===== src/rtl/core/qrs_pkg.sv =====
// Shared constants and types for the quadratic root solver.
`default_nettype none

package qrs_pkg;

  // Default widths of the coefficients and of the root fraction.
  localparam int COEF_WIDTH_DEF = 16;
  localparam int FRAC_BITS_DEF  = 16;

  // Width of one root on the result channel.
  localparam int OUT_W = 48;

  // Width of the root class code.
  localparam int KIND_W = 3;

  // Root class of one item.
  typedef enum logic [KIND_W-1:0] {
    KIND_ALL     = 3'd0,
    KIND_NONE    = 3'd1,
    KIND_LINEAR  = 3'd2,
    KIND_DOUBLE  = 3'd3,
    KIND_TWO     = 3'd4,
    KIND_COMPLEX = 3'd5
  } kind_t;

endpackage

`default_nettype wire


===== src/rtl/core/qrs_front.sv =====
// Front stages: coefficient magnitudes, products, discriminant and class.
`default_nettype none

module qrs_front import qrs_pkg::*; #(
  parameter int CW = COEF_WIDTH_DEF,
  parameter int FB = FRAC_BITS_DEF
) (
  input  wire logic                  clk,
  input  wire logic                  rst_n,
  input  wire logic                  in_valid,
  output logic                       in_ready,
  input  wire logic [CW-1:0]         in_a,
  input  wire logic [CW-1:0]         in_b,
  input  wire logic [CW-1:0]         in_c,
  output logic                       out_valid,
  input  wire logic                  out_ready,
  output kind_t                      out_kind,
  output logic [2*CW+1:0]            out_rad,
  output logic [CW+FB:0]             out_base,
  output logic [CW:0]                out_den,
  output logic                       out_den_neg
);

  localparam int DW  = 2 * CW + 2;
  localparam int BW  = CW + FB + 1;
  localparam int DNW = CW + 1;

  logic v1_r, v2_r, v3_r;
  logic rdy1, rdy2, rdy3;

  logic          an1_r, bn1_r, cn1_r;
  logic [CW-1:0] am1_r, bm1_r, cm1_r;

  logic            an2_r, bn2_r, cn2_r;
  logic [CW-1:0]   am2_r, bm2_r, cm2_r;
  logic [2*CW-1:0] p2_r, q2_r;

  logic [DW-1:0]  pe, q4, d_nxt;
  logic           ac_pos, dneg_nxt;
  kind_t          kind_nxt;
  logic [CW-1:0]  mag_sel;
  logic           neg_sel;
  logic [BW-1:0]  base_mag, base_nxt;
  logic [DNW-1:0] den_nxt;
  logic           den_neg_nxt;

  kind_t          kind_r;
  logic [DW-1:0]  rad_r;
  logic [BW-1:0]  base_r;
  logic [DNW-1:0] den_r;
  logic           den_neg_r;

  // Each stage takes an item when it is empty or its item moves on.
  assign rdy3     = !v3_r || out_ready;
  assign rdy2     = !v2_r || rdy3;
  assign rdy1     = !v1_r || rdy2;
  assign in_ready = rdy1;

  always_ff @(posedge clk) begin
    if (!rst_n) begin
      v1_r <= 1'b0;
      v2_r <= 1'b0;
      v3_r <= 1'b0;
    end else begin
      if (rdy1) v1_r <= in_valid;
      if (rdy2) v2_r <= v1_r;
      if (rdy3) v3_r <= v2_r;
    end
  end

  // Stage one: signs and magnitudes of the coefficients.
  always_ff @(posedge clk) begin
    if (rdy1 && in_valid) begin
      an1_r <= in_a[CW-1];
      bn1_r <= in_b[CW-1];
      cn1_r <= in_c[CW-1];
      am1_r <= in_a[CW-1] ? (~in_a + 1'b1) : in_a;
      bm1_r <= in_b[CW-1] ? (~in_b + 1'b1) : in_b;
      cm1_r <= in_c[CW-1] ? (~in_c + 1'b1) : in_c;
    end
  end

  // Stage two: the products b*b and a*c on magnitudes.
  always_ff @(posedge clk) begin
    if (rdy2 && v1_r) begin
      an2_r <= an1_r;
      bn2_r <= bn1_r;
      cn2_r <= cn1_r;
      am2_r <= am1_r;
      bm2_r <= bm1_r;
      cm2_r <= cm1_r;
      p2_r  <= bm1_r * bm1_r;
      q2_r  <= am1_r * cm1_r;
    end
  end

  // Discriminant magnitude and sign.
  always_comb begin
    pe     = {2'b00, p2_r};
    q4     = {q2_r, 2'b00};
    ac_pos = (q2_r != '0) && (an2_r == cn2_r);
    priority if (!ac_pos) begin
      d_nxt    = pe + q4;
      dneg_nxt = 1'b0;
    end else if (q4 > pe) begin
      d_nxt    = q4 - pe;
      dneg_nxt = 1'b1;
    end else begin
      d_nxt    = pe - q4;
      dneg_nxt = 1'b0;
    end
  end

  // Root class.
  always_comb begin
    priority if (am2_r == '0 && bm2_r == '0) begin
      kind_nxt = (cm2_r == '0) ? KIND_ALL : KIND_NONE;
    end else if (am2_r == '0) begin
      kind_nxt = KIND_LINEAR;
    end else if (d_nxt == '0) begin
      kind_nxt = KIND_DOUBLE;
    end else if (dneg_nxt) begin
      kind_nxt = KIND_COMPLEX;
    end else begin
      kind_nxt = KIND_TWO;
    end
  end

  // Scaled numerator base (-c or -b) and the denominator with its sign.
  always_comb begin
    mag_sel     = (kind_nxt == KIND_LINEAR) ? cm2_r : bm2_r;
    neg_sel     = (kind_nxt == KIND_LINEAR) ? !cn2_r : !bn2_r;
    base_mag    = BW'(mag_sel) << FB;
    base_nxt    = neg_sel ? (~base_mag + 1'b1) : base_mag;
    den_nxt     = (kind_nxt == KIND_LINEAR) ? {1'b0, bm2_r} : {am2_r, 1'b0};
    den_neg_nxt = (kind_nxt == KIND_LINEAR) ? bn2_r : an2_r;
  end

  // Stage three: register toward the square root chain.
  always_ff @(posedge clk) begin
    if (rdy3 && v2_r) begin
      kind_r    <= kind_nxt;
      rad_r     <= d_nxt;
      base_r    <= base_nxt;
      den_r     <= den_nxt;
      den_neg_r <= den_neg_nxt;
    end
  end

  assign out_valid   = v3_r;
  assign out_kind    = kind_r;
  assign out_rad     = rad_r;
  assign out_base    = base_r;
  assign out_den     = den_r;
  assign out_den_neg = den_neg_r;

endmodule

`default_nettype wire


===== config.mk =====
export PLATFORM = sky130hd
export DESIGN_NAME = qrs_front
export DESIGN_NICKNAME = d
export VERILOG_FILES = /design/src/rtl/core/qrs_pkg.sv /design/src/rtl/core/qrs_front.sv
export SDC_FILE = /design/constraint.sdc
export NUM_CORES = 2
export LEC_CHECK = 0
export BUFFER_PORTS_ARGS = -buffer_cell sky130_fd_sc_hd__buf_2
export CAP_MARGIN = 25
export CORE_MARGIN = 1
export CORE_UTILIZATION = 60
export CTS_BUF_LIST = sky130_fd_sc_hd__clkbuf_4
export DETAILED_ROUTE_END_ITERATION = 10
export PLACE_DENSITY = 0.88
export SLEW_MARGIN = 30
export SYNTH_ARGS = -nofsm -noshare
export SYNTH_HDL_FRONTEND = slang
export SYNTH_SLANG_ARGS = --single-unit

===== constraint.sdc =====
create_clock -name clk -period 32.7 [get_ports clk]
set_input_delay 6.54 -clock clk [delete_from_list [all_inputs] [get_ports clk]]
set_output_delay 6.54 -clock clk [all_outputs]
set_load 0.01 [all_outputs]

## Yosys cells after proc, flatten, opt, wreduce, memory -nomap -nowiden

Index checks and enable logic that the tools add are counted.

- Bits in registers: 257
- Input bits: 52
- Word-level logic and storage cells: 79

- Add/sub/neg operators: 7
- $mul: 2
- Magnitude comparators: 1
- Equal/unequal tests: 2
- Muxes and demuxes: 17
- Bitwise gates (word level): 4
- Reduce and logical (&&, ||, !) cells: 18

Operator list:

| cell | number |
|---|---|
| 34-bit two-way mux | 2 |
| 16-bit by 16-bit multiplier with 32-bit output | 2 |
| 16-bit by 1-bit adder with 16-bit output (second input constant) | 3 |
| 16-bit zero test | 3 |
| 16-bit NOT | 3 |
| 15-bit two-way mux | 3 |
| 32-bit by 34-bit adder with 34-bit output | 1 |
| 34-bit by 32-bit > comparator with 1-bit output | 1 |
| 34-bit zero test | 1 |
| 32-bit by 34-bit subtractor with 34-bit output | 1 |
| 34-bit by 32-bit subtractor with 34-bit output | 1 |
| 33-bit by 1-bit adder with 33-bit output (second input constant) | 1 |
| 32-bit NOT with 33-bit output | 1 |
| 16-bit two-way mux | 2 |
| 32-bit two-way mux | 1 |
| 32-bit nonzero test | 1 |
| 3-bit two-way mux | 3 |
| 1-bit two-way mux | 6 |
| 1-bit logical AND | 5 |
| 1-bit zero test | 5 |
| 3-bit by 2-bit == test with 1-bit output (second input constant) | 1 |
| 1-bit logical OR | 3 |
| 1-bit == test | 1 |

## Longest topological paths before layout

- Depth in word-level cells: 12
- Gate-level depth with buffers: 29
- Gate-level depth less buffers: 28

## Worst setup path before layout

No wires, ideal clock.

- Kind: input-to-reg
- Start: in out_ready
- End: reg am2_r[0] (enable)
- Arrival: 14.807 ns
- Data required time: 31.942 ns
- Setup slack: 17.136 ns
- Stages: 2
- Path buffers: 0
- Cell sequence: nor2b_1 > a21boi_0

- Longest elaborated chain between the ends: 3

Ends and longest elaborated chain:

| item | RTL line | text |
|---|---|---|
| start, declared | qrs_front.sv:16 | `input wire logic out_ready,` |
| 1-bit logical OR | qrs_front.sv:54 | `assign rdy3 = !v3_r \|\| out_ready;` |
| 1-bit logical OR | qrs_front.sv:55 | `assign rdy2 = !v2_r \|\| rdy3;` |
| 1-bit logical AND | qrs_front.sv:85 | `if (rdy2 && v1_r) begin` |
| end signal, assigned | qrs_front.sv:89 | `am2_r <= am1_r;` |
| end, declared | qrs_front.sv:35 | `logic [CW-1:0] am2_r, bm2_r, cm2_r;` |

Every way passes these cells.
A chain may end at the register's enable or synchronous reset.

## Final worst setup path

- Start: in out_ready
- End: out in_ready

- Longest elaborated chain between the ends: 3

Ends and longest elaborated chain:

| item | RTL line | text |
|---|---|---|
| 1-bit logical OR | qrs_front.sv:54 |  |
| 1-bit logical OR | qrs_front.sv:55 |  |
| 1-bit logical OR | qrs_front.sv:56 | `assign rdy1 = !v1_r \|\| rdy2;` |
| end, declared | qrs_front.sv:11 | `output logic in_ready,` |

Every way passes these cells.

==> key figures <==
Outcome
  – Status: completed

Setup path
  – Reg-to-reg endpoint: p2_r[30]
  – Cells along the critical path: buf_2 -> nor2b_1 -> nand3_1 -> buf_2
  – WP buf/inv: 2
  – CP Launch Type: input pin
  – Largest stage delay on the critical path: 570 ps
  – WP data required: 26160 ps
  – Crit Reg-Reg Startpoint: bm1_r[2]
  – Critical path endpoint category: output pin
  – WP data arrival: 7610 ps
  – Critical path fanouts, max: 6
  – R2r setup slk: 24730 ps
  – Most frequent CP cell: buf_2
  – Critical path class: in2out
  – Slowest stage cell, crit path: nor2b_1
  – R2r worst-path depth: 27
  – Worst path top cell family by delay: simple AND/OR/NAND/NOR gates

CTS
  – Number of CTS-inserted buffers: 61
  – Post-CTS Resized: 0
  – Clock buffer depth: 3
  – CTS clk-pin slew, worst paths: approximately 80 ps
  – CTS tree: done
  – Post-CTS Setup Bufs: 0
  – Clk_lat worst skew: 830 ps
  – Cts hold-fix bufs: 0
  – Clock sink count: 239
  – Root Buffer: clkbuf_4
  – CTS HTree Levels: 2

Floorplan
  – IO Count: 142
  – Rows: between 80 and 90
  – DIE WIDTH: 225 um
  – Initial Util: 60.9%
  – Area of the die: 50600 um^2
  – Core box area: 49000 um^2
  – DIE HEIGHT: 225 um

Synthesis
  – Simple-Gate Fraction of Synth Area: 14.1%
  – Synth top area share: 24.2%
  – Seq cells post-synth: 239
  – Synthesis Warnings: 0
  – Syn Area/Cell: ~9.5 um^2
  – Synth top area cells: fa_1 24%, edfxtp_1 24%, ha_1 13%
  – Synth Flop Type: edfxtp_1
  – Synth area leader: fa_1
  – Post-synthesis compound-gate area fraction: approximately 11%
  – Synth top cells by count: 575 x inv_1, 361 x fa_1, 325 x nand2_1
  – Most frequent cell after synthesis: inv_1
  – Post-synth EDFFs: approximately 240
  – Post-Synthesis Cells: approximately 3100
  – Post-synthesis sequential area ratio: 24.0%
  – Ys async rst share: 0%
  – Post-synthesis adder-cell area fraction: a little under two fifths
  – Mapped Area: 29800 um^2
  – Main combinational cell family by area after synthesis: adder cells
  – Netlist cell types: 84
  – Mux cell area share after synthesis: 0.541%
  – Post-Synth XOR/XNOR Area: 4.26%

STA
  – Fin Setup TNS: 0 ps
  – Crit path time final: 14150 ps
  – Fin. Hold Viols: 0
  – RSZ-0062 raised after global routing: false
  – Slew Limit Fails: 0
  – Hold WS: 415 ps
  – Worst-case clock skew: 54.9 ps
  – Slew @ Worst Pin: 1090 ps
  – Count of final setup violators: 0
  – Tcrit/Tclk final: between 40% and 50%
  – Slew headroom: 27.1%
  – FMAX: 70.7 MHz

Global route
  – First-pass GRT wire length: 126 mm
  – Largest net degree at the start of global routing: 84
  – Total Routing Usage GR: 32.0%
  – Global route overflow: 0
  – Vias in the first global route: 24300
  – Initial antenna violation count: 1

Placed design
  – PortBufs: ~130
  – Hpwl dp: 59.5 mm
  – Final Wtd Congestion: 0.996

Routing
  – Initial DRT Pass Iterations: 6
  – DRC errors left: 0
  – WL final: 80.0 mm
  – Initial DRC Count: roughly 2500
  – Post-route ant nets: 0
  – Routed wire per std cell: 20.3 um
  – Number of vias per cell: 6.05
  – Via count: between 20000 and 25000

Worst hold path
  – Hold path startpoint: bn1_r
  – Hold path endpoint: bn2_r
  – HP Class: reg2reg
  – Hold-critical path depth: 0

Job
  – Max-cap viol count: 0

Layout
  – Layout Area Growth over Synthesis: 6.63%
  – Layout Nets: approximately 3900
  – Share of layout cells above drive strength 1: 8.11%
[registers in the layout, indices dropped and copies added (netlist names), 3 cells and up]
signal and cells:
bm1_r 16, out_base 17, bm2_r 16, am1_r 16, out_kind 3, cm1_r 16
cm2_r 16, out_rad 34, out_den 17, p2_r 30, am2_r 16, q2_r 32
[area by class of cell]
| cell class | instances | area (um^2) |
|---|---|---|
| diodes | 2 | 5.00 |
| clock buffers | 75 | 563 |
| clock inverters | 33 | 280 |
| fillers | 3615 | 17200 |
| inverters | 578 | 2170 |
| multi-input cells | 2206 | 20100 |
| flip-flops and latches | 239 | 7150 |
| well taps | 664 | 831 |
| repair buffers | 138 | 738 |
[metal layers]
metal	routed length, um	track usage, %
met2	37000	51.3
met4	4330	17.1
met3	8560	6.48
met5	0	0
met1	30100	40.8
[layout by cell type (no fill, tap or decap), types with 19 or more instances in the layout]
cell,Yosys,routed
fa_1,361,361
or3_1,26,26
inv_1,575,575
nand3_1,30,30
xnor2_1,103,103
nand4_1,19,19
a211oi_1,20,20
and2_1,149,149
nor3_1,51,51
edfxtp_1,236,236
o21bai_1,35,35
nand2b_1,21,21
o31ai_1,34,34
ha_1,298,298
nor2_1,136,136
nand2_1,325,325
buf_2,6,125
a21oi_1,154,154
clkbuf_4,0,75
nor4_1,22,22
a21o_1,51,51
xor2_1,42,42
a31oi_1,23,22
o21ai_0,67,66
[per-stage QoR]
stage          setup slack (ps)  utilization, %  cell area [um^2]  instances
3_3_place_gp              18590            63.1             30900       3824
3_5_place_dp              18600            63.2             30900       3824
5_1_grt                   18500            64.9             31800       3935
6_report                  18550            64.9             31800       3935
4_1_cts                   18550            64.9             31800       3932
2_1_floorplan             17140               -             29900       3146
[worst max-delay path by stage]
| stage | startpoint | endpoint | slack (ps) | cells after the start |
|---|---|---|---|---|
| after floorplan | out_ready | am2_r[0] | 17140 | 2 |
| after global placement | out_ready | in_ready | 18590 | 4 |
| after detailed placement | out_ready | in_ready | 18600 | 4 |
| after CTS | out_ready | in_ready | 18550 | 4 |
| after global routing | out_ready | in_ready | 18500 | 4 |
| final | out_ready | in_ready | 18550 | 4 |
[cell families (layout without fill, tap and decap cells)]
logic type      Yosys count  in the layout
simple gates            861            861
buf+inv                 701            824
xor+xnor                145            145
mux                      16             16
flops                   239            239
fa+ha+maj               659            659
compound gates          509            509
other cells               1             18
Power is left out: the tool's default activity adds up to more than one toggle a clock period on the data nets, which glitch-free logic cannot reach.
