$ cat config.mk
export PLATFORM = sky130hd
export DESIGN_NAME = qrs_div_cell
export DESIGN_NICKNAME = d
export VERILOG_FILES = /design/src/rtl/core/qrs_div_cell.sv
export SDC_FILE = /design/constraint.sdc
export NUM_CORES = 1
export LEC_CHECK = 0
export BUFFER_PORTS_ARGS = -buffer_cell sky130_fd_sc_hd__buf_2
export CORE_UTILIZATION = 30
export CTS_CLUSTER_SIZE = 12
export DETAILED_ROUTE_END_ITERATION = 10
export MAX_ROUTING_LAYER = met4
export SYNTH_ARGS = -nofsm -noshare
export SYNTH_HDL_FRONTEND = slang
export SYNTH_SLANG_ARGS = --single-unit
$ cat constraint.sdc
create_clock -name clk -period 5.33 [get_ports clk]
set_input_delay 0.2665 -clock clk [delete_from_list [all_inputs] [get_ports clk]]
set_output_delay 0.2665 -clock clk [all_outputs]
set_load 0.01 [all_outputs]
$ cat src/rtl/core/qrs_div_cell.sv
// One cell of the divider chain: settles one quotient bit of both roots.
`default_nettype none

module qrs_div_cell #(
  parameter int NW     = 34,
  parameter int DNW    = 17,
  parameter int SIDE_W = 6
) (
  input  wire logic              clk,
  input  wire logic              rst_n,
  input  wire logic              in_valid,
  output logic                   in_ready,
  input  wire logic [NW-1:0]     in_num1,
  input  wire logic [NW-1:0]     in_num2,
  input  wire logic [DNW-1:0]    in_rem1,
  input  wire logic [DNW-1:0]    in_rem2,
  input  wire logic [NW-1:0]     in_q1,
  input  wire logic [NW-1:0]     in_q2,
  input  wire logic [DNW-1:0]    in_den,
  input  wire logic [SIDE_W-1:0] in_side,
  output logic                   out_valid,
  input  wire logic              out_ready,
  output logic [NW-1:0]          out_num1,
  output logic [NW-1:0]          out_num2,
  output logic [DNW-1:0]         out_rem1,
  output logic [DNW-1:0]         out_rem2,
  output logic [NW-1:0]          out_q1,
  output logic [NW-1:0]          out_q2,
  output logic [DNW-1:0]         out_den,
  output logic [SIDE_W-1:0]      out_side
);

  logic              valid_r;
  logic [NW-1:0]     num1_r, num2_r, q1_r, q2_r;
  logic [DNW-1:0]    rem1_r, rem2_r, den_r;
  logic [SIDE_W-1:0] side_r;
  logic [DNW:0]      remx1, remx2, dx, sub1, sub2;
  logic              ge1, ge2;

  assign in_ready = !valid_r || out_ready;

  // Restoring division step for both lanes against the shared denominator.
  always_comb begin
    dx    = {1'b0, in_den};
    remx1 = {in_rem1, in_num1[NW-1]};
    remx2 = {in_rem2, in_num2[NW-1]};
    ge1   = (remx1 >= dx);
    ge2   = (remx2 >= dx);
    sub1  = ge1 ? (remx1 - dx) : remx1;
    sub2  = ge2 ? (remx2 - dx) : remx2;
  end

  always_ff @(posedge clk) begin
    if (!rst_n) begin
      valid_r <= 1'b0;
    end else if (in_ready) begin
      valid_r <= in_valid;
    end
  end

  always_ff @(posedge clk) begin
    if (in_ready && in_valid) begin
      num1_r <= in_num1 << 1;
      num2_r <= in_num2 << 1;
      rem1_r <= sub1[DNW-1:0];
      rem2_r <= sub2[DNW-1:0];
      q1_r   <= {in_q1[NW-2:0], ge1};
      q2_r   <= {in_q2[NW-2:0], ge2};
      den_r  <= in_den;
      side_r <= in_side;
    end
  end

  assign out_valid = valid_r;
  assign out_num1  = num1_r;
  assign out_num2  = num2_r;
  assign out_rem1  = rem1_r;
  assign out_rem2  = rem2_r;
  assign out_q1    = q1_r;
  assign out_q2    = q2_r;
  assign out_den   = den_r;
  assign out_side  = side_r;

endmodule

`default_nettype wire

Word-level counts from Yosys, hierarchy flattened
Index checks and enable logic that the tools add are counted.

Bits in registers: 192. Input bits: 197. Output and inout bits: 195. Word-level logic and storage cells: 18.

$add $sub $neg: 2. $lt $le $gt $ge: 2. Multiplexer cells: 2. Reduce and logical (&&, ||, !) cells: 3.

Operator list (count): $ge A18 B17 Y1 (2); $mux W17 (2); $sub A17 B17 Y17 (2); $logic_and A1 B1 Y1 (1); $logic_not A1 Y1 (1); $logic_or A1 B1 Y1 (1).

Logic depth before layout (Yosys ltp)
Gate-level depths: netlist of the first run.

Word-level depth: 3. Depth in mapped cells: 11.

Worst setup path after synthesis of the first run
No wires, ideal clock.

Path kind: register to register. Start: register valid_r, in the netlist out_valid. End: register den_r[0], in the netlist out_den[0], enable pin. Data arrival time: 4.879 ns. Required time: 4.755 ns. Slack: -0.125 ns. Stages on the path, launching flop included: 3. Period minus slack after synthesis: 5.455 ns. Path through: dfxtp_1 -> nand2b_1 -> and2_1.

Cells in the longest elaborated chain, start to end: 3.

Ends and longest elaborated chain: start, declared (line 33) `logic valid_r;`; start signal, assigned (line 57) `valid_r <= in_valid;`; $logic_not A1 Y1 (line 40) `assign in_ready = !valid_r || out_ready;`; $logic_or A1 B1 Y1 (line 40); named net in_ready (line 12) `output logic in_ready,`; $logic_and A1 B1 Y1 (line 62) `if (in_ready && in_valid) begin`; end signal, assigned (line 69) `den_r <= in_den;`; end, declared (line 35) `logic [DNW-1:0] rem1_r, rem2_r, den_r;`.

The timed path passes the listed nets, and every way through them passes these cells. A chain may end at the register's enable or synchronous reset.

Worst setup path after layout of the first run
Start: input in_den[1]. End: register rem2_r[1], in the netlist out_rem2[1], data pin.

Cells in the longest elaborated chain, start to end: 2. Elaborated cells between the ends (all ways): 3. Those cells by class: add/sub (1); order compare (1); mux (1).

Ends and longest elaborated chain: start, declared (line 19) `input wire logic [DNW-1:0] in_den,`; $sub A17 B17 Y17 / $ge A18 B17 Y1 (equally long branches) (line 50, 48); $mux W17 (*) (line 50) `sub2 = ge2 ? (remx2 - dx) : remx2;`; named net sub2[1] (line 37) `logic [DNW:0] remx1, remx2, dx, sub1, sub2;`; end signal, assigned (line 66) `rem2_r <= sub2[DNW-1:0];`; end, declared (line 35).

Mark *: on every way through the listed nets, which the timed path passes. The rest lies on a longest branch.

==> results of run 1 <==
critical path, delay by kind of cell:
| family | cells | cell delay, ns |
|---|---|---|
| buffers and inverters | 3 | 0.87 |
| adders and majority gates | 1 | 0.31 |
| muxes | 1 | 0.43 |
| AOI/OAI and AO/OA | 4 | 1.55 |
state kept, by name, indices dropped and copies added, names as in the netlist:
| name | count |
|---|---|
| out_q1 | 34 |
| out_den | 17 |
| out_side | 6 |
| out_q2 | 34 |
| out_valid | 1 |
| out_rem2 | 17 |
| out_num2 | 33 |
| out_num1 | 33 |
| out_rem1 | 17 |
layer usage:
metal  routed length (um)  track usage, %  vias to the layer above
li1                     -               -                     3039
met1                 9780            20.3                     2992
met2                13800            33.6                      259
met3                 1790            4.25                       38
met4                  851            7.80                        0
met5                    0               -                        -
cell usage after synthesis, types with 2 or more instances:
| library cell | n |
|---|---|
| edfxtp_1 | 191 |
| a21oi_1 | 46 |
| ha_1 | 34 |
| nor2_1 | 31 |
| inv_1 | 28 |
| xnor2_1 | 18 |
| nand2_1 | 17 |
| a21o_1 | 13 |
| mux2_2 | 12 |
| nor3_1 | 9 |
| nand4_1 | 8 |
| o21ai_0 | 8 |
| nand3_1 | 7 |
| xor2_1 | 7 |
| buf_2 | 6 |
| o21a_1 | 5 |
| a211oi_1 | 4 |
| a21boi_0 | 4 |
| a31oi_1 | 4 |
| o21bai_1 | 4 |
| or3_1 | 4 |
| and3_1 | 3 |
| buf_4 | 3 |
| clkbuf_1 | 3 |
| nand2b_1 | 3 |
| o21ai_1 | 3 |
| a221oi_2 | 2 |
| a22oi_1 | 2 |
| a31o_2 | 2 |
| fa_1 | 2 |
| mux2i_1 | 2 |
| nand3b_1 | 2 |
| nor4_1 | 2 |
| o2111ai_1 | 2 |
| o211ai_1 | 2 |
| o311ai_0 | 2 |
logic make-up after synthesis:
kind of cell / share of synthesized area [%]
and+or+nand+nor: 5.30
AOI/OAI and AO/OA: 9.32
muxes: 2.27
other: 0.0470
xor gates and xnor gates: 2.75
adders and majority gates: 5.84
buffers and inverters: 2.32
DFF: 72.2
power groups by stage:
stage          Clock, mW  Sequential (mW)  Combinational [mW]
4_1_cts             1.39             1.82               0.683
5_1_grt             1.44             1.83               0.744
2_1_floorplan          0             1.92               0.273
6_report            1.34             1.82               0.684
3_3_place_gp           0             1.85               0.592
3_5_place_dp           0             1.86               0.599
what timing repair did:
action | in CTS | in global routing
endpoints found under the hold margin | 131 | 2
buffers inserted | 0 | 0
hold buffers | 131 | 2
area by class of cell:
| cell class | count | area [um^2] | area share (%) |
|---|---|---|---|
| Tap cell | 335 | 419 | 3.42 |
| Timing Repair Buffer | 523 | 3300 | 27.0 |
| Inverter | 28 | 105 | 0.858 |
| Clock buffer | 17 | 425 | 3.47 |
| Clock inverter | 15 | 195 | 1.59 |
| Antenna cell | 3 | 7.51 | 0.0613 |
| Sequential cell | 192 | 5760 | 47.0 |
| Multi-Input combinational cell | 282 | 2040 | 16.7 |
how the worst max path moves through the flow:
| stage | from | end | cells past startpoint |
|---|---|---|---|
| global route | in_den[1] | out_rem2[10]$_DFFE_PP_ | 9 |
| detailed placement | in_den[5] | out_rem2[6]$_DFFE_PP_ | 8 |
| CTS | in_den[1] | out_rem2[11]$_DFFE_PP_ | 9 |
| finish | in_den[1] | out_rem2[1]$_DFFE_PP_ | 9 |
| global placement | in_den[5] | out_rem2[5]$_DFFE_PP_ | 8 |
| floorplan | out_valid$_SDFFE_PN0N_ | out_den[0]$_DFFE_PP_ | 2 |
==> key figures, run 1 <==
Outcome
  – Outcome: complete, no violations

Floorplanning
  – Top Ports: 392
  – Core ar.: 26100 um^2
  – Die H: 165 um
  – Die area: 27200 um^2
  – Initial Utilization: 30.6%
  – Rows: 59
  – Die Width: 165 um

STA
  – Slew Viols, Final: 0
  – Final critical-path share of the clock period: 61.3%
  – Final min period: 3.27 ns
  – Setup violators final: 0
  – Fin. Hold Viols: 0
  – Hold_ws: 0.0264 ns
  – Setup ws final: 2.06 ns
  – Measured slew at the worst slew-check pin: 1.16 ns
  – Peak Freq: 306 MHz
  – Worst slew margin relative to its limit: 22.9%
  – Setup TNS: 0 ns
  – Clk_skew: 0.0190 ns
  – Unrepaired setup endpoints after global routing: no

Place
  – IO Port Bufs: 387
  – Placed cell area: 10300 um^2
  – GP Congestion: 0.792
  – Post-Place Cells: 1227
  – Place WS: 2.17 ns
  – HPWL after DPL: 18.7 mm

Route
  – Drt pass-1 iters: 5
  – Post-detailed-route DRC marker count: 0
  – Final wirelength: 26.2 mm
  – Initial DRC count: 377
  – DR WL/cell: 18.8 um
  – Vias post-DR: 6328
  – Post-route ant nets: 0
  – Number of vias per cell: 4.54

Global route
  – Largest net degree at the start of global routing: 192
  – GRT overflow: 0
  – Initial antenna violation count: 3
  – Number of global-route vias before repair: 6306
  – Total GRT Usage: 18.9%
  – First-pass GRT wire length: 36.6 mm

Pwr
  – Max VDD drop: 0.000191 V
  – Cell area power density: 314 nW/um^2
  – Clock share of power: 34.8%
  – Sequential cell fraction of total power: 47.4%
  – Pint: 2.76 mW
  – Tot Pwr: 3.85 mW
  – Net Sw Power: 1.08 mW
  – Net Sw Frac: 28.1%
  – Logic pwr share: 17.8%
  – Leak: 5.24 nW

Clock network
  – Resized cells post-CTS: 0
  – H-tree depth: 4
  – CTS sink cnt: 192
  – CTS Buf Count: 17
  – CTS Buffer Depth: 2
  – CTS tree: built
  – Root Buffer: clkbuf_16
  – Worst-skew pair later-pin latency: 0.44 ns
  – CTS clock-pin slew for the worst setup and hold paths: 0.08 ns

Synthesis
  – Number of distinct library cells after synthesis: 56
  – Synth top area share: 71.9%
  – Largest cells by area after synthesis: edfxtp_1 (72%), ha_1 (5.3%), a21oi_1 (2.9%)
  – Yosys top cell by area: edfxtp_1
  – Netlist Area Pre-Place: 7980 um^2
  – Mapped Cells: 515
  – Synth Flop Type: edfxtp_1
  – Register area share after synthesis: 72.2%
  – Post-synth EDFFs: 191
  – Flops & latches, synth: 192
  – Average size of a mapped cell: 15.5 um^2
  – Ys async rst share: 0%
  – Yosys warns: 0

Cells and area
  – Layout overhead on the synthesized area: 53.6%
  – Post-route cell area: 12300 um^2
  – Nets: 1277
  – Most frequent cells in the layout: buf_2 (387), edfxtp_1 (191), dlygate4sd3_1 (133)
  – Fill cell instance count of the final layout: 2314
  – Post-Layout Cell Count: 1395
  – Final Util: 47.0%
  – Layout cells sized above 1: 41.9%
  – Commonest non-fill, non-tap cell in the layout: buf_2

Hold path
  – Hold endpoint: out_num2[31]$_DFFE_PP_
  – Start point of the worst hold path: in_num2[30]
  – Hold path depth: 1
  – HP Class: in -> reg

Run
  – Max-Cap Viols: 0

Setup path
  – Delay of the slowest critical-path stage: 0.93 ns
  – Critical R2R Capture: out_rem2[9]$_DFFE_PP_
  – CP cell instances: dlygate4sd3_1, buf_2, inv_1, fa_1, a21oi_1, o221ai_1, o21ai_1, a21oi_2, mux2_2
  – Worst-path fanout max: 24
  – Required time of the critical path: 5.51 ns
  – Startpoint types: primary input
  – Reg-to-reg slack, setup: 3.46 ns
  – CP arrival: 3.45 ns
  – Critical path class: in -> reg
  – CP endpoint kind: flop
  – FF-to-FF Start: out_valid$_SDFFE_PN0N_
  – Worst R2R Path Depth: 3
  – CP max-delay cell: a21oi_2
Power figures use the tool's default switching activity.
==> run 2, diff against run 1 <==
clock period = 2.8 ns   (was 5.33 ns; I/O delays follow)
==> key figures, run 2 (synthesized netlist as in run 1, its figures left out) <==
Outcome
  – Outcome: complete, no violations

Setup path
  – Worst-path fanout max: 27
  – Reg-to-reg slack, setup: 1.24 ns
  – Crit path launch: in_den[8]
  – Required time of the critical path: 2.98 ns
  – Critical R2R Capture: out_side[5]$_DFFE_PP_
  – FF-to-FF Start: out_valid$_SDFFE_PN0N_
  – CP endpoint kind: flop
  – CP arrival: 2.95 ns
  – Startpoint types: primary input
  – Critical Path Sink: out_rem2[7]$_DFFE_PP_
  – Worst R2R Path Depth: 3
  – Critical path class: in -> reg

STA
  – Setup TNS: 0 ns
  – Final critical-path share of the clock period: 99.1%
  – Worst slew margin relative to its limit: 55.4%
  – Fin. Hold Viols: 0
  – Clk_skew: 0.0122 ns
  – Unrepaired setup endpoints after global routing: no
  – Final min period: 2.78 ns
  – Setup ws final: 0.0249 ns
  – Peak Freq: 360 MHz
  – Slew Viols, Final: 0
  – Measured slew at the worst slew-check pin: 0.663 ns
  – Setup violators final: 0

Pwr
  – Net Sw Power: 2.08 mW
  – Logic pwr share: 18.4%
  – Max VDD drop: 0.000385 V
  – Sequential cell fraction of total power: 47.1%
  – Cell area power density: 586 nW/um^2
  – Leak: 5.39 nW
  – Pint: 5.30 mW
  – Clock share of power: 34.6%
  – Net Sw Frac: 28.2%

Floorplanning
  – Rows: 59
  – Die Width: 165 um
  – Initial Utilization: 30.6%
  – Die H: 165 um
  – Die area: 27200 um^2
  – Core ar.: 26100 um^2
  – Top Ports: 392

Cells and area
  – Layout overhead on the synthesized area: 57.9%
  – Commonest non-fill, non-tap cell in the layout: buf_2
  – Layout cells sized above 1: 41.2%
  – Most frequent cells in the layout: buf_2 (387), edfxtp_1 (191), dlygate4sd3_1 (158)
  – Nets: 1306

Clock network
  – CTS tree: built
  – CTS Buf Count: 17
  – CTS clock-pin slew for the worst setup and hold paths: 0.08 ns
  – CTS Buffer Depth: 2
  – Worst-skew pair later-pin latency: 0.43 ns
  – CTS sink cnt: 192
  – H-tree depth: 4
  – Root Buffer: clkbuf_16

Global route
  – Largest net degree at the start of global routing: 68
  – Total GRT Usage: 19.6%
  – Initial antenna violation count: 4
  – First-pass GRT wire length: 37.6 mm
  – GRT overflow: 0
  – Number of global-route vias before repair: 6550

Route
  – Initial DRC count: 427
  – Post-detailed-route DRC marker count: 0
  – Final wirelength: 27.0 mm
  – DR WL/cell: 19.0 um
  – Post-route ant nets: 0
  – Vias post-DR: 6552
  – Drt pass-1 iters: 5
  – Number of vias per cell: 4.60

Place
  – GP Congestion: 0.860
  – Place WS: 0.196 ns
  – HPWL after DPL: 19.7 mm
  – IO Port Bufs: 387

Hold path
  – HP Class: in -> reg

Run
  – Max-Cap Viols: 0
[run 2: what timing repair did]
item	4_1_cts	5_1_grt
setup buffers	0	0
hold buffers	158	0
hold endpoints to repair	157	0
resized for setup	0	1
endpoints found under the setup margin	0	1
[run 2: worst min-delay path by stage]
| stage | startpoint | depth (start not counted) | to | slack [ns] |
|---|---|---|---|---|
| 2_1_floorplan | in_den[0] | 0 | out_den[0]$_DFFE_PP_ | 0.24 |
| 3_5_place_dp | in_num2[7] | 1 | out_num2[8]$_DFFE_PP_ | 0.32 |
| 6_report | in_rem1[14] | 2 | out_rem1[15]$_DFFE_PP_ | 0.03 |
| 5_1_grt | in_rem1[14] | 2 | out_rem1[15]$_DFFE_PP_ | 0.02 |
| 3_3_place_gp | in_q1[14] | 1 | out_q1[15]$_DFFE_PP_ | 0.32 |
| 4_1_cts | in_rem1[14] | 2 | out_rem1[15]$_DFFE_PP_ | 0.01 |
[run 2: layout make-up]
class | count | area, um^2
Inverter | 28 | 105
Tap cell | 335 | 419
Sequential cell | 192 | 5760
Antenna cell | 4 | 10.0
Timing Repair Buffer | 552 | 3620
Clock inverter | 15 | 203
Clock buffer | 17 | 425
Fill cell | 2318 | 13500
Multi-Input combinational cell | 282 | 2050
[run 2: layer usage]
metal | GRT usage (%) | vias up | routed length [um]
met5 | - | - | 0
met4 | 8.51 | 0 | 955
met3 | 4.05 | 48 | 1800
met2 | 34.8 | 269 | 14100
met1 | 21.0 | 3138 | 10200
li1 | - | 3097 | -
[run 2: stage by stage]
stage / cells / util, % / hold slack (ns) / total power, mW / cell area [um^2]
finish: 1425 / 48.3 / 0.0338 / 7.38 / 12600
global route: 1425 / 48.3 / 0.0156 / 7.69 / 12600
CTS: 1421 / 48.2 / 0.0141 / 7.45 / 12600
detailed placement: 1231 / 39.8 / 0.318 / 4.70 / 10400
global placement: 1231 / 39.8 / 0.317 / 4.68 / 10400
floorplan: 516 / - / 0.239 / 4.18 / 7980
[run 2: power by group through the flow]
stage / registers, mW / clock network [mW] / logic (mW)
5_1_grt: 3.49 / 2.73 / 1.47
3_3_place_gp: 3.53 / 0 / 1.15
4_1_cts: 3.47 / 2.63 / 1.35
6_report: 3.47 / 2.55 / 1.36
3_5_place_dp: 3.53 / 0 / 1.16
2_1_floorplan: 3.66 / 0 / 0.521
[run 2: critical path: stages]
cell           delay (ns)
dlygate4sd3_1        0.53
buf_2                0.11
inv_1                0.08
ha_1                 0.41
nand2_1              0.13
nor4_1               0.63
nor3_1               0.14
a21oi_2              0.22
buf_12               0.19
mux2_2               0.36
