### config.mk
export PLATFORM = sky130hd
export DESIGN_NAME = qrs_sqrt_cell
export DESIGN_NICKNAME = d
export VERILOG_FILES = /design/src/rtl/core/qrs_sqrt_cell.sv
export SDC_FILE = /design/constraint.sdc
export NUM_CORES = 1
export LEC_CHECK = 0
export ABC_CLOCK_PERIOD_IN_PS = 3750
export BUFFER_PORTS_ARGS = -buffer_cell sky130_fd_sc_hd__buf_4
export CORE_AREA = 2 2 122 148
export CTS_CLUSTER_SIZE = 10
export DETAILED_ROUTE_END_ITERATION = 7
export DIE_AREA = 0 0 124 150
export GPL_ROUTABILITY_DRIVEN = 0
export PLACE_DENSITY = 0.71
export SLEW_MARGIN = 20
export SYNTH_ARGS = -nofsm -noshare
export SYNTH_HDL_FRONTEND = slang
export SYNTH_SLANG_ARGS = --single-unit
### constraint.sdc
create_clock -name clk -period 3.75 [get_ports clk]
set_input_delay 0.1875 -clock clk [delete_from_list [all_inputs] [get_ports clk]]
set_output_delay 0.1875 -clock clk [all_outputs]
set_load 0.02 [all_outputs]
### src/rtl/core/qrs_sqrt_cell.sv
// One cell of the square root chain: settles one root bit per item.
`default_nettype none

module qrs_sqrt_cell #(
  parameter int SW     = 33,
  parameter int RW     = 66,
  parameter int SIDE_W = 8
) (
  input  wire logic              clk,
  input  wire logic              rst_n,
  input  wire logic              in_valid,
  output logic                   in_ready,
  input  wire logic [RW-1:0]     in_rad,
  input  wire logic [SW+1:0]     in_rem,
  input  wire logic [SW-1:0]     in_root,
  input  wire logic [SIDE_W-1:0] in_side,
  output logic                   out_valid,
  input  wire logic              out_ready,
  output logic [RW-1:0]          out_rad,
  output logic [SW+1:0]          out_rem,
  output logic [SW-1:0]          out_root,
  output logic [SIDE_W-1:0]      out_side
);

  logic              valid_r;
  logic [RW-1:0]     rad_r;
  logic [SW+1:0]     rem_r;
  logic [SW-1:0]     root_r;
  logic [SIDE_W-1:0] side_r;
  logic [SW+1:0]     remx, trial;
  logic              ge;

  assign in_ready = !valid_r || out_ready;

  // Bring down the next radicand bit pair and try the trial subtrahend.
  always_comb begin
    remx  = {in_rem[SW-1:0], in_rad[RW-1 -: 2]};
    trial = {in_root, 2'b01};
    ge    = (remx >= trial);
  end

  always_ff @(posedge clk) begin
    if (!rst_n) begin
      valid_r <= 1'b0;
    end else if (in_ready) begin
      valid_r <= in_valid;
    end
  end

  always_ff @(posedge clk) begin
    if (in_ready && in_valid) begin
      rad_r  <= in_rad << 2;
      rem_r  <= ge ? (remx - trial) : remx;
      root_r <= {in_root[SW-2:0], ge};
      side_r <= in_side;
    end
  end

  assign out_valid = valid_r;
  assign out_rad   = rad_r;
  assign out_rem   = rem_r;
  assign out_root  = root_r;
  assign out_side  = side_r;

endmodule

`default_nettype wire

## After elaboration in Yosys (flattened, before gate mapping)

Cells that the tools add are included.

| cells by class | value |
|---|---|
| $add $sub $neg | 1 |
| magnitude comparators | 1 |
| muxes and demuxes | 1 |
| reductions and logical operators | 3 |

Operators by type and width:

| kind | number |
|---|---|
| $ge 35x35->1 | 1 |
| $mux 35 | 1 |
| $sub 35x35->35 | 1 |
| $logic_and 1x1->1 | 1 |
| $logic_not 1->1 | 1 |
| $logic_or 1x1->1 | 1 |

| word-level totals | value |
|---|---|
| flip-flop bits (word level) | 141 |
| input bits | 146 |
| logic and storage cells | 11 |

## Depth between registers and ports, before layout

Gate-level depths: netlist of run 1.

| depth | value |
|---|---|
| word-level depth | 3 |
| mapped depth | 14 |
| depth with buffers taken out | 11 |

## Worst setup path before layout of run 1

OpenSTA, ideal clock, no wires.

| path | value |
|---|---|
| path type | register to register |
| start point | reg valid_r (netlist: out_valid) |
| end point | reg rad_r[10] (netlist: out_rad[10]) (enable) |
| setup time | 516 ps |
| arrival time | 3864 ps |
| data required time | 3234 ps |
| slack | -629 ps |
| stages on the path, launching flop included | 3 |
| buffers on the path | 0 |
| clock period less this slack | 4379 ps |
| path through | dfxtp_1 nand2b_1 and2_1 |

| between the ends | value |
|---|---|
| cells in the longest elaborated chain, start to end | 3 |

Ends and longest elaborated chain:

| element | RTL line | source |
|---|---|---|
| start: declaration | 25 | `logic valid_r;` |
| start signal: assignment | 46 | `valid_r <= in_valid;` |
| $logic_not 1->1 | 33 | `assign in_ready = !valid_r \|\| out_ready;` |
| $logic_or 1x1->1 | 33 |  |
| via in_ready | 12 | `output logic in_ready,` |
| $logic_and 1x1->1 | 51 | `if (in_ready && in_valid) begin` |
| end signal: assignment | 52 | `rad_r <= in_rad << 2;` |
| end: declaration | 26 | `logic [RW-1:0] rad_r;` |

The timed path passes the listed nets, and every way through them passes these cells.
A chain may end at the register's enable or synchronous reset.

## Final worst setup path of run 1

| path | value |
|---|---|
| start point | in in_root[23] |
| end point | reg rem_r[32] (netlist: out_rem[32]) (data pin) |

| between the ends | value |
|---|---|
| cells in the longest elaborated chain, start to end | 2 |

Ends and longest elaborated chain:

| element | RTL line | source |
|---|---|---|
| start: declaration | 15 | `input wire logic [SW-1:0] in_root,` |
| $sub 35x35->35 or $ge 35x35->1 (tied branches) | 53, 39 |  |
| $mux 35 * | 53 | `rem_r <= ge ? (remx - trial) : remx;` |
| end signal: assignment | 53 |  |
| end: declaration | 27 | `logic [SW+1:0] rem_r;` |

Mark *: on every way between the ends. The rest lies on a longest branch, timed or not.

==> results.json, run 1 <==
{
  "syn_inst": 540,
  "synth.avg_cell_area_sq_um": 12.6,
  "yosys_register_bits": 141,
  "crit_path_end_kind": "register",
  "clock_skew_ns": 0.00780,
  "required_ns": 4.05,
  "yosys-top-cells-area": "edfxtp_1 62%, ha_1 6.4%, a21oi_1 3.8%",
  "clk_pin_slew_ns": 0.07,
  "rsz0062_at_grt": "no",
  "num-fill-cells": 1340,
  "layout-drive-gt1-share_pct": 35.5,
  "crit_family": "compound AO/OA/AOI/OAI gates",
  "io_buffers": 285,
  "grt_busiest_layer": "met2",
  "met2_usage_pct": 42.7,
  "ir_drop_v": 0.000272,
  "seq_area_frac_synth_pct": 62.2,
  "max_freq_mhz": 328,
  "worst_pin_slew_ns": 0.706,
  "wl_mm": 21.8,
  "pin_count": 290,
  "setup_tns_ns": 0,
  "fp-row-count": 53,
  "synthArstFlopShare_pct": 0,
  "htree_levels": 4,
  "cts_tree": "built",
  "crit_arrival_ns": 3.35,
  "worstSkewPairLatency_ns": 0.42,
  "drc_errors": 0,
  "pre_cts_ws_ns": 0.791,
  "grt_pass1_wl_mm": 31.7,
  "yosys.area.top_type": "edfxtp_1",
  "final_area_sq_um": 10800,
  "power_mw": 4.56,
  "drv_cap": 0,
  "p_leak_nw": 4.66,
  "nets": 1122,
  "slew_headroom_pct": 52.6,
  "post_drt_wl_per_cell_um": 18.6,
  "core_sq_um": 17200,
  "synth.top_cell.area_share_pct": 61.9,
  "clockBufferDepth": 2,
  "antenna_cells": 0,
  "place_area_sq_um": 9170,
  "ys_types": 60,
  "grt_max_degree": 48,
  "via_count": 5846,
  "cp_max_fo": 7,
  "die_area_sq_um": 18600,
  "grt_pass1_vias": 5866,
  "synth_edf_count": 140,
  "max_stage_delay_ns": 0.53,
  "critPathLaunchType": "input port",
  "drv_slew": 0,
  "drtIter0Drc": 293,
  "synth.most_common_cell": "edfxtp_1",
  "cts_buffers": 17,
  "fin_ws_ns": 0.698,
  "initial_core_util_pct": 39.4,
  "grt_util_met3_pct": 6.48,
  "path_cells": "dlygate4sd3_1 > buf_4 > inv_1 > ha_1 > a21o_1 > a21oi_1 > o21bai_1 > a211oi_1 > o21ai_0 > mux2_2 > nor4_1 > a21o_1",
  "overflow": 0,
  "synth_common_cells": "140 x edfxtp_1, 52 x a21oi_1, 44 x inv_1",
  "die_w_um": 124,
  "clock_sinks": 141,
  "min_period_over_period_pct": 81.4,
  "setup_viol": 0,
  "grt_antenna_before_repair": 0,
  "status": "complete, no violations",
  "via_per_inst": 4.98,
  "yosys_warnings": 0,
  "power_density_nw_per_um2": 424,
  "ys.flop_type": "edfxtp_1",
  "ant_nets": 0,
  "dr.pass1.iters": 4,
  "period_minus_slack_ns": 3.05,
  "syn_area_sq_um": 6790,
  "grtUsageMet1_pct": 25.0,
  "min_path_type": "in2reg",
  "cpMaxStageDelayCell": "dlygate4sd3_1",
  "path_buf_inv": 3,
  "dp_hpwl_mm": 15.6,
  "area_growth_pct": 58.5,
  "path_class": "in2reg",
  "die_h_um": 150,
  "cts-root-buf": "clkbuf_16",
  "track_usage_pct": 23.3,
  "post-route-util_pct": 62.4,
  "crit_path_frequent_cell": "a21o_1",
  "finalHoldViolations": 0
}
## worst paths after layout
| kind | startpoint | end | slack [ns] | cells after the start |
|---|---|---|---|---|
| max | in_root[23] | out_rem[32] | 0.70 | 12 |
| min | rst_n | out_valid | 0.04 | 2 |
| max reg2reg | out_valid | out_rad[41] | 1.97 | 3 |
| min reg2reg | out_valid | out_valid | 0.56 | 2 |
## report_power, final
part | switching (mW) | internal (mW)
clock | 0.713 | 0.868
sequential | 0.0334 | 1.88
combinational | 0.572 | 0.490
## kinds of logic after synthesis
kind of cell	Yosys count	share of synthesized area, %
other	1	0.0552
AO/OA/AOI/OAI	145	13.9
flip-flops	141	62.2
AND/OR/NAND/NOR	129	9.47
buffers and inverters	60	4.13
multiplexers	2	0.332
XOR/XNOR	27	3.48
adder cells (fa/ha/maj)	35	6.45
## per-stage QoR
stage | hold slack (ns) | cells
floorplan | 0.286 | 541
detailed placement | 0.367 | 1038
finish | 0.0399 | 1174
global route | 0.0306 | 1174
CTS | 0.0140 | 1174
global placement | 0.365 | 1038
## layout make-up
type / count / area [sq um] / area share, %
clock buffer: 18 / 429 / 3.99
clock inverter: 14 / 128 / 1.19
inverter: 45 / 169 / 1.57
multi-input combinational: 340 / 2290 / 21.3
sequential: 141 / 4220 / 39.2
tap: 220 / 275 / 2.56
timing repair buffer: 396 / 3250 / 30.2
## state kept, by name, summed over array words and instances, names as in the netlist
register	flops
out_rad	64
out_rem	35
out_root	33
out_side	8
out_valid	1
## cell usage in the layout (no fill, tap or decap), types with 11 or more instances in the layout
cell type | synthesis | routed
a21o_1 | 16 | 16
a21oi_1 | 52 | 52
buf_4 | 3 | 291
clkbuf_16 | 0 | 17
dlygate4sd3_1 | 0 | 104
edfxtp_1 | 140 | 140
ha_1 | 35 | 35
inv_1 | 44 | 44
nand2_1 | 34 | 34
nor2_1 | 36 | 36
nor3_1 | 11 | 11
o21ai_0 | 22 | 22
xnor2_1 | 17 | 17
## per-layer routing
metal / wire length, um / vias to the layer above
li1: - / 2827
met1: 7980 / 2742
met2: 11500 / 241
met3: 1720 / 36
met4: 604 / 0
met5: 0 / -
## repair_timing
action | CTS | global route
endpoints found under the hold margin | 104 | 0
hold buffers | 104 | 0
resized for setup | 0 | 0
buffers inserted | 0 | 0
No activity file was read; power rests on OpenSTA's default activity.
==> run 2: changes to the inputs <==
--- a/config.mk
+++ b/config.mk
@@ -5,14 +5,14 @@
 export SDC_FILE = /design/constraint.sdc
 export NUM_CORES = 1
 export LEC_CHECK = 0
-export ABC_CLOCK_PERIOD_IN_PS = 3750
+export ABC_CLOCK_PERIOD_IN_PS = 3150
 export BUFFER_PORTS_ARGS = -buffer_cell sky130_fd_sc_hd__buf_4
 export CORE_AREA = 2 2 122 148
 export CTS_CLUSTER_SIZE = 10
 export DETAILED_ROUTE_END_ITERATION = 7
 export DIE_AREA = 0 0 124 150
 export GPL_ROUTABILITY_DRIVEN = 0
-export PLACE_DENSITY = 0.71
+export PLACE_DENSITY = 0.68
 export SLEW_MARGIN = 20
 export SYNTH_ARGS = -nofsm -noshare
 export SYNTH_HDL_FRONTEND = slang
==> constraint.sdc (replaced) <==
create_clock -name clk -period 3.15 [get_ports clk]
set_input_delay 0.1575 -clock clk [delete_from_list [all_inputs] [get_ports clk]]
set_output_delay 0.1575 -clock clk [all_outputs]
set_load 0.02 [all_outputs]
==> results.json, run 2 (synthesis gave the netlist of run 1 again) <==
{
  "clockBufferDepth": 2,
  "cts_tree": "built",
  "fp-row-count": 53,
  "crit_arrival_ns": 3.14,
  "fin_cells": 1184,
  "cts-root-buf": "clkbuf_16",
  "grt_pass1_vias": 5917,
  "largest_register_ffs": 64,
  "fin_ws_ns": 0.190,
  "path_buf_inv": 5,
  "grt_pass1_wl_mm": 31.6,
  "die_w_um": 124,
  "cpMaxStageDelayCell": "dlygate4sd3_1",
  "crit_family": "compound AO/OA/AOI/OAI gates",
  "path_cells": "dlygate4sd3_1 > buf_4 > inv_1 > ha_1 > a21o_1 > a21o_1 > a21oi_1 > o211ai_2 > a21oi_2 > o31a_1 > inv_2 > buf_4 > a31o_2",
  "via_count": 5810,
  "dr.pass1.iters": 4,
  "drv_cap": 0,
  "wl_mm": 21.9,
  "grt_antenna_before_repair": 1,
  "p_leak_nw": 4.71,
  "slew_headroom_pct": 48.3,
  "worstSkewPairLatency_ns": 0.42,
  "via_per_inst": 4.91,
  "drv_slew": 0,
  "pre_cts_ws_ns": 0.220,
  "setup_tns_ns": 0,
  "track_usage_pct": 23.0,
  "final_area_sq_um": 10900,
  "overflow": 0,
  "drtIter0Drc": 239,
  "area_growth_pct": 59.8,
  "clock_skew_ns": 0.00951,
  "grt_max_degree": 80,
  "post_drt_wl_per_cell_um": 18.5,
  "crit_path_end_kind": "register",
  "core_sq_um": 17200,
  "clock_sinks": 141,
  "layout_common_cells": "298 x buf_4, 140 x edfxtp_1, 106 x dlygate4sd3_1",
  "layout-drive-gt1-share_pct": 35.9,
  "clk_pin_slew_ns": 0.07,
  "worst_pin_slew_ns": 0.775,
  "regArea_sq_um": 4220,
  "htree_levels": 4,
  "setup_viol": 0,
  "min_period_over_period_pct": 94.0,
  "required_ns": 3.33,
  "nets": 1131,
  "drc_errors": 0,
  "path_class": "in2reg",
  "min_path_type": "in2reg",
  "num-fill-cells": 1351,
  "dp.cells": 1043,
  "ir_drop_v": 0.000306,
  "ant_nets": 0,
  "max_stage_delay_ns": 0.53,
  "max_freq_mhz": 338,
  "power_density_nw_per_um2": 511,
  "status": "complete, no violations",
  "place_area_sq_um": 9200,
  "cts_buffers": 17,
  "finalHoldViolations": 0,
  "critPathLaunchType": "input port",
  "multiInputGateArea_sq_um": 2290,
  "rsz0062_at_grt": "yes",
  "die_h_um": 150,
  "io_buffers": 285,
  "final_common_cell": "buf_4",
  "pin_count": 290,
  "die_area_sq_um": 18600,
  "period_minus_slack_ns": 2.96,
  "cp_max_fo": 21,
  "post-route-util_pct": 63.0,
  "initial_core_util_pct": 39.4,
  "dp_hpwl_mm": 15.2
}
[run 2: power by group]
part / internal (mW) / leakage (nW) / switching [mW] / total (mW)
sequential: 2.24 / 1.36 / 0.0390 / 2.28
clock: 1.11 / 0.269 / 0.864 / 1.98
combinational: 0.599 / 3.08 / 0.686 / 1.28
total: 3.95 / 4.71 / 1.59 / 5.54
[run 2: worst reg2reg max path, delay by kind of cell, from the launching register on]
kind                   cells  cell delay (ns)
buffers and inverters      1             0.60
DFF                        1             0.32
and+or+nand+nor            2             0.30
[run 2: stage by stage]
step,hold slack (ns),total power [mW]
floorplan,0.256,2.98
global placement,0.336,3.46
detailed placement,0.337,3.47
CTS,0.00372,5.56
global route,0.00609,5.76
finish,0.0209,5.54
[run 2: timing repair]
action                                  4_1_cts  5_1_grt
endpoints found under the setup margin        0       22
endpoints found under the hold margin       105        0
resized for setup                             0        1
hold buffers                                106        0
setup buffers                                 0        2
[run 2: path summary, 6_finish.rpt]
kind	start	endpoint	slack, ns	depth (start not counted)
setup / recovery	in_root[14]	out_rem[21]	0.19	13
hold / removal	in_rem[30]	out_rem[32]	0.02	2
setup reg to reg	out_valid	out_side[6]	1.50	3
hold reg to reg	out_valid	out_rad[63]	1.09	3
[run 2: layer usage]
layer / routed length (um) / vias to the layer above / track usage, %
met2: 11000 / 219 / 40.1
li1: - / 2833 / -
met5: 0 / - / 0
met3: 1730 / 46 / 6.48
met4: 891 / 0 / 11.7
met1: 8250 / 2712 / 25.2
[run 2: final cells by class]
class	count	area share, %
Clock buffer	18	3.95
Inverter	45	1.56
Multi-Input combinational cell	340	21.1
Timing Repair Buffer	405	30.6
Sequential cell	141	38.9
Clock inverter	14	1.33
Tap cell	220	2.54
Antenna cell	1	0.0231
==> run 3: changes to the inputs <==
--- a/config.mk
+++ b/config.mk
@@ -7,12 +7,13 @@
 export LEC_CHECK = 0
 export ABC_CLOCK_PERIOD_IN_PS = 3150
 export BUFFER_PORTS_ARGS = -buffer_cell sky130_fd_sc_hd__buf_4
-export CORE_AREA = 2 2 122 148
+export CORE_AREA = 2 2 116 140
 export CTS_CLUSTER_SIZE = 10
 export DETAILED_ROUTE_END_ITERATION = 7
-export DIE_AREA = 0 0 124 150
+export DIE_AREA = 0 0 118 142
 export GPL_ROUTABILITY_DRIVEN = 0
-export PLACE_DENSITY = 0.68
+export GPL_TIMING_DRIVEN = 0
+export PLACE_DENSITY = 0.75
 export SLEW_MARGIN = 20
 export SYNTH_ARGS = -nofsm -noshare
 export SYNTH_HDL_FRONTEND = slang
==> results.json, run 3 (synthesis gave the netlist of run 1 again) <==
{
  "fp-row-count": 50,
  "wl_met1_mm": 8.17,
  "top_layer": "met4",
  "clockBufferDepth": 2,
  "status": "complete, no violations",
  "grt_max_degree": 58,
  "worstSkewPairLatency_ns": 0.43,
  "htree_levels": 4,
  "clockPowerShare_pct": 35.2,
  "area_growth_pct": 61.5,
  "ir_drop_v": 0.000351,
  "cts-root-buf": "clkbuf_16",
  "p_int_mw": 3.98,
  "finalHoldViolations": 0,
  "sw_frac_of_total_pct": 28.4,
  "layout-drive-gt1-share_pct": 37.2,
  "critPathLaunchType": "input port",
  "setup_viol": 0,
  "route.met3.wl_mm": 1.92,
  "grt_antenna_before_repair": 0,
  "clock_sinks": 141,
  "path_class": "in2reg",
  "drv_slew": 0,
  "drc_errors": 0,
  "slew_headroom_pct": 54.9,
  "power_density_nw_per_um2": 507,
  "cts_buffers": 17,
  "wl_met2_mm": 11.6,
  "cts_tree": "built",
  "clk_pin_slew_ns": 0.06,
  "min_period_over_period_pct": 94.7,
  "min_path_type": "in2reg",
  "comb_power_share_pct": 23.7,
  "seq_power_share_pct": 41.1,
  "max_freq_mhz": 335,
  "layout_common_cells": "291 x buf_4, 140 x edfxtp_1, 106 x dlygate4sd3_1",
  "ant_nets": 0,
  "power_mw": 5.56,
  "dr.pass1.iters": 5,
  "largest_register_ffs": 64,
  "required_ns": 3.31,
  "die_area_sq_um": 16800,
  "drv_cap": 0,
  "initial_core_util_pct": 43.9,
  "track_usage_pct": 26.9,
  "die_h_um": 142,
  "worst_pin_slew_ns": 0.673,
  "drtIter0Drc": 503,
  "io_buffers": 285,
  "nets": 1137,
  "clock_skew_ns": 0.0170,
  "post_drt_wl_per_cell_um": 19.0,
  "antenna_cells": 0,
  "final_common_cell": "buf_4",
  "overflow": 0,
  "crit_path_end_kind": "register",
  "dp_hpwl_mm": 15.2,
  "cp_max_fo": 10,
  "crit_arrival_ns": 3.14,
  "p_leak_nw": 4.76,
  "wl_mm": 22.4,
  "dp.cells": 1036,
  "grt_pass1_vias": 6067,
  "via_per_inst": 5.12,
  "post-route-util_pct": 71.0,
  "core_sq_um": 15500,
  "fin_cells": 1177,
  "grt_pass1_wl_mm": 33.8,
  "p_sw_mw": 1.58,
  "period_minus_slack_ns": 2.98,
  "pin_count": 290,
  "die_w_um": 118,
  "via_count": 6025,
  "num-fill-cells": 1066
}
-- run 3: cell types whose count changed in the layout (fill, tap and decap cells not counted), sizes merged --
| cell | before | now |
|---|---|---|
| clkinvlp | 4 | 3 |
| diode | 1 | 0 |
| buf | 299 | 297 |
| clkinv | 1 | 4 |
| inv | 53 | 50 |
| clkbuf | 18 | 27 |
-- run 3: power groups by stage --
stage | registers, mW | clock network (mW) | logic, mW
CTS | 2.28 | 1.98 | 1.29
global placement | 2.32 | 0 | 1.14
floorplan | 2.50 | 0 | 0.488
detailed placement | 2.32 | 0 | 1.17
finish | 2.28 | 1.95 | 1.32
global route | 2.29 | 2.06 | 1.42
-- run 3: cell type report --
| cell class | count | area, sq um | share of cell area, % |
|---|---|---|---|
| Tap cell | 208 | 260 | 2.37 |
| Clock buffer | 19 | 443 | 4.04 |
| Sequential cell | 141 | 4220 | 38.5 |
| Buffer | 15 | 118 | 1.07 |
| Timing Repair Buffer | 396 | 3270 | 29.8 |
| Clock inverter | 13 | 134 | 1.22 |
| Inverter | 45 | 169 | 1.54 |
| Multi-Input combinational cell | 340 | 2350 | 21.4 |
-- run 3: critical path: stages --
cell and delay [ns]:
dlygate4sd3_1 0.58, buf_4 0.13, inv_1 0.04, ha_1 0.40, nand2_1 0.12, o21ai_2 0.22, a21oi_1 0.12, o211ai_2 0.24
a21oi_4 0.11, o31a_1 0.38, inv_2 0.09, clkbuf_8 0.18, clkbuf_4 0.24, a21oi_1 0.13
-- run 3: metrics by stage --
step	hold WS, ns	instance area (sq um)	TNS, ns	worst slack, ns
2_1_floorplan	0.256	6800	0	0.323
3_3_place_gp	0.336	9200	-14.20	-0.115
3_5_place_dp	0.337	9240	0	0.146
4_1_cts	0.00639	10900	0	0.0106
5_1_grt	0.0237	11000	-0.00473	-0.00473
6_report	0.0257	11000	0	0.168
-- run 3: what timing repair did --
item	CTS	global route
hold buffers	106	0
buffers inserted	0	3
resized for setup	0	15
endpoints found under the setup margin	0	21
endpoints found under the hold margin	105	0
-- run 3: final timing paths --
| check | cells after the start | slack [ns] | to | start |
|---|---|---|---|---|
| worst max-delay path | 14 | 0.17 | out_rem[12] | in_root[8] |
| worst min-delay path | 2 | 0.03 | out_rem[32] | in_rem[30] |
| worst max register to register | 3 | 1.39 | out_rem[34] | out_valid |
| worst min register to register | 2 | 1.05 | out_side[1] | out_valid |
-- run 3: per-layer routing --
metal	global-route usage, %	vias up
met3	9.74	44
li1	-	2849
met2	47.7	284
met5	0	-
met4	11.3	0
met1	29.1	2848
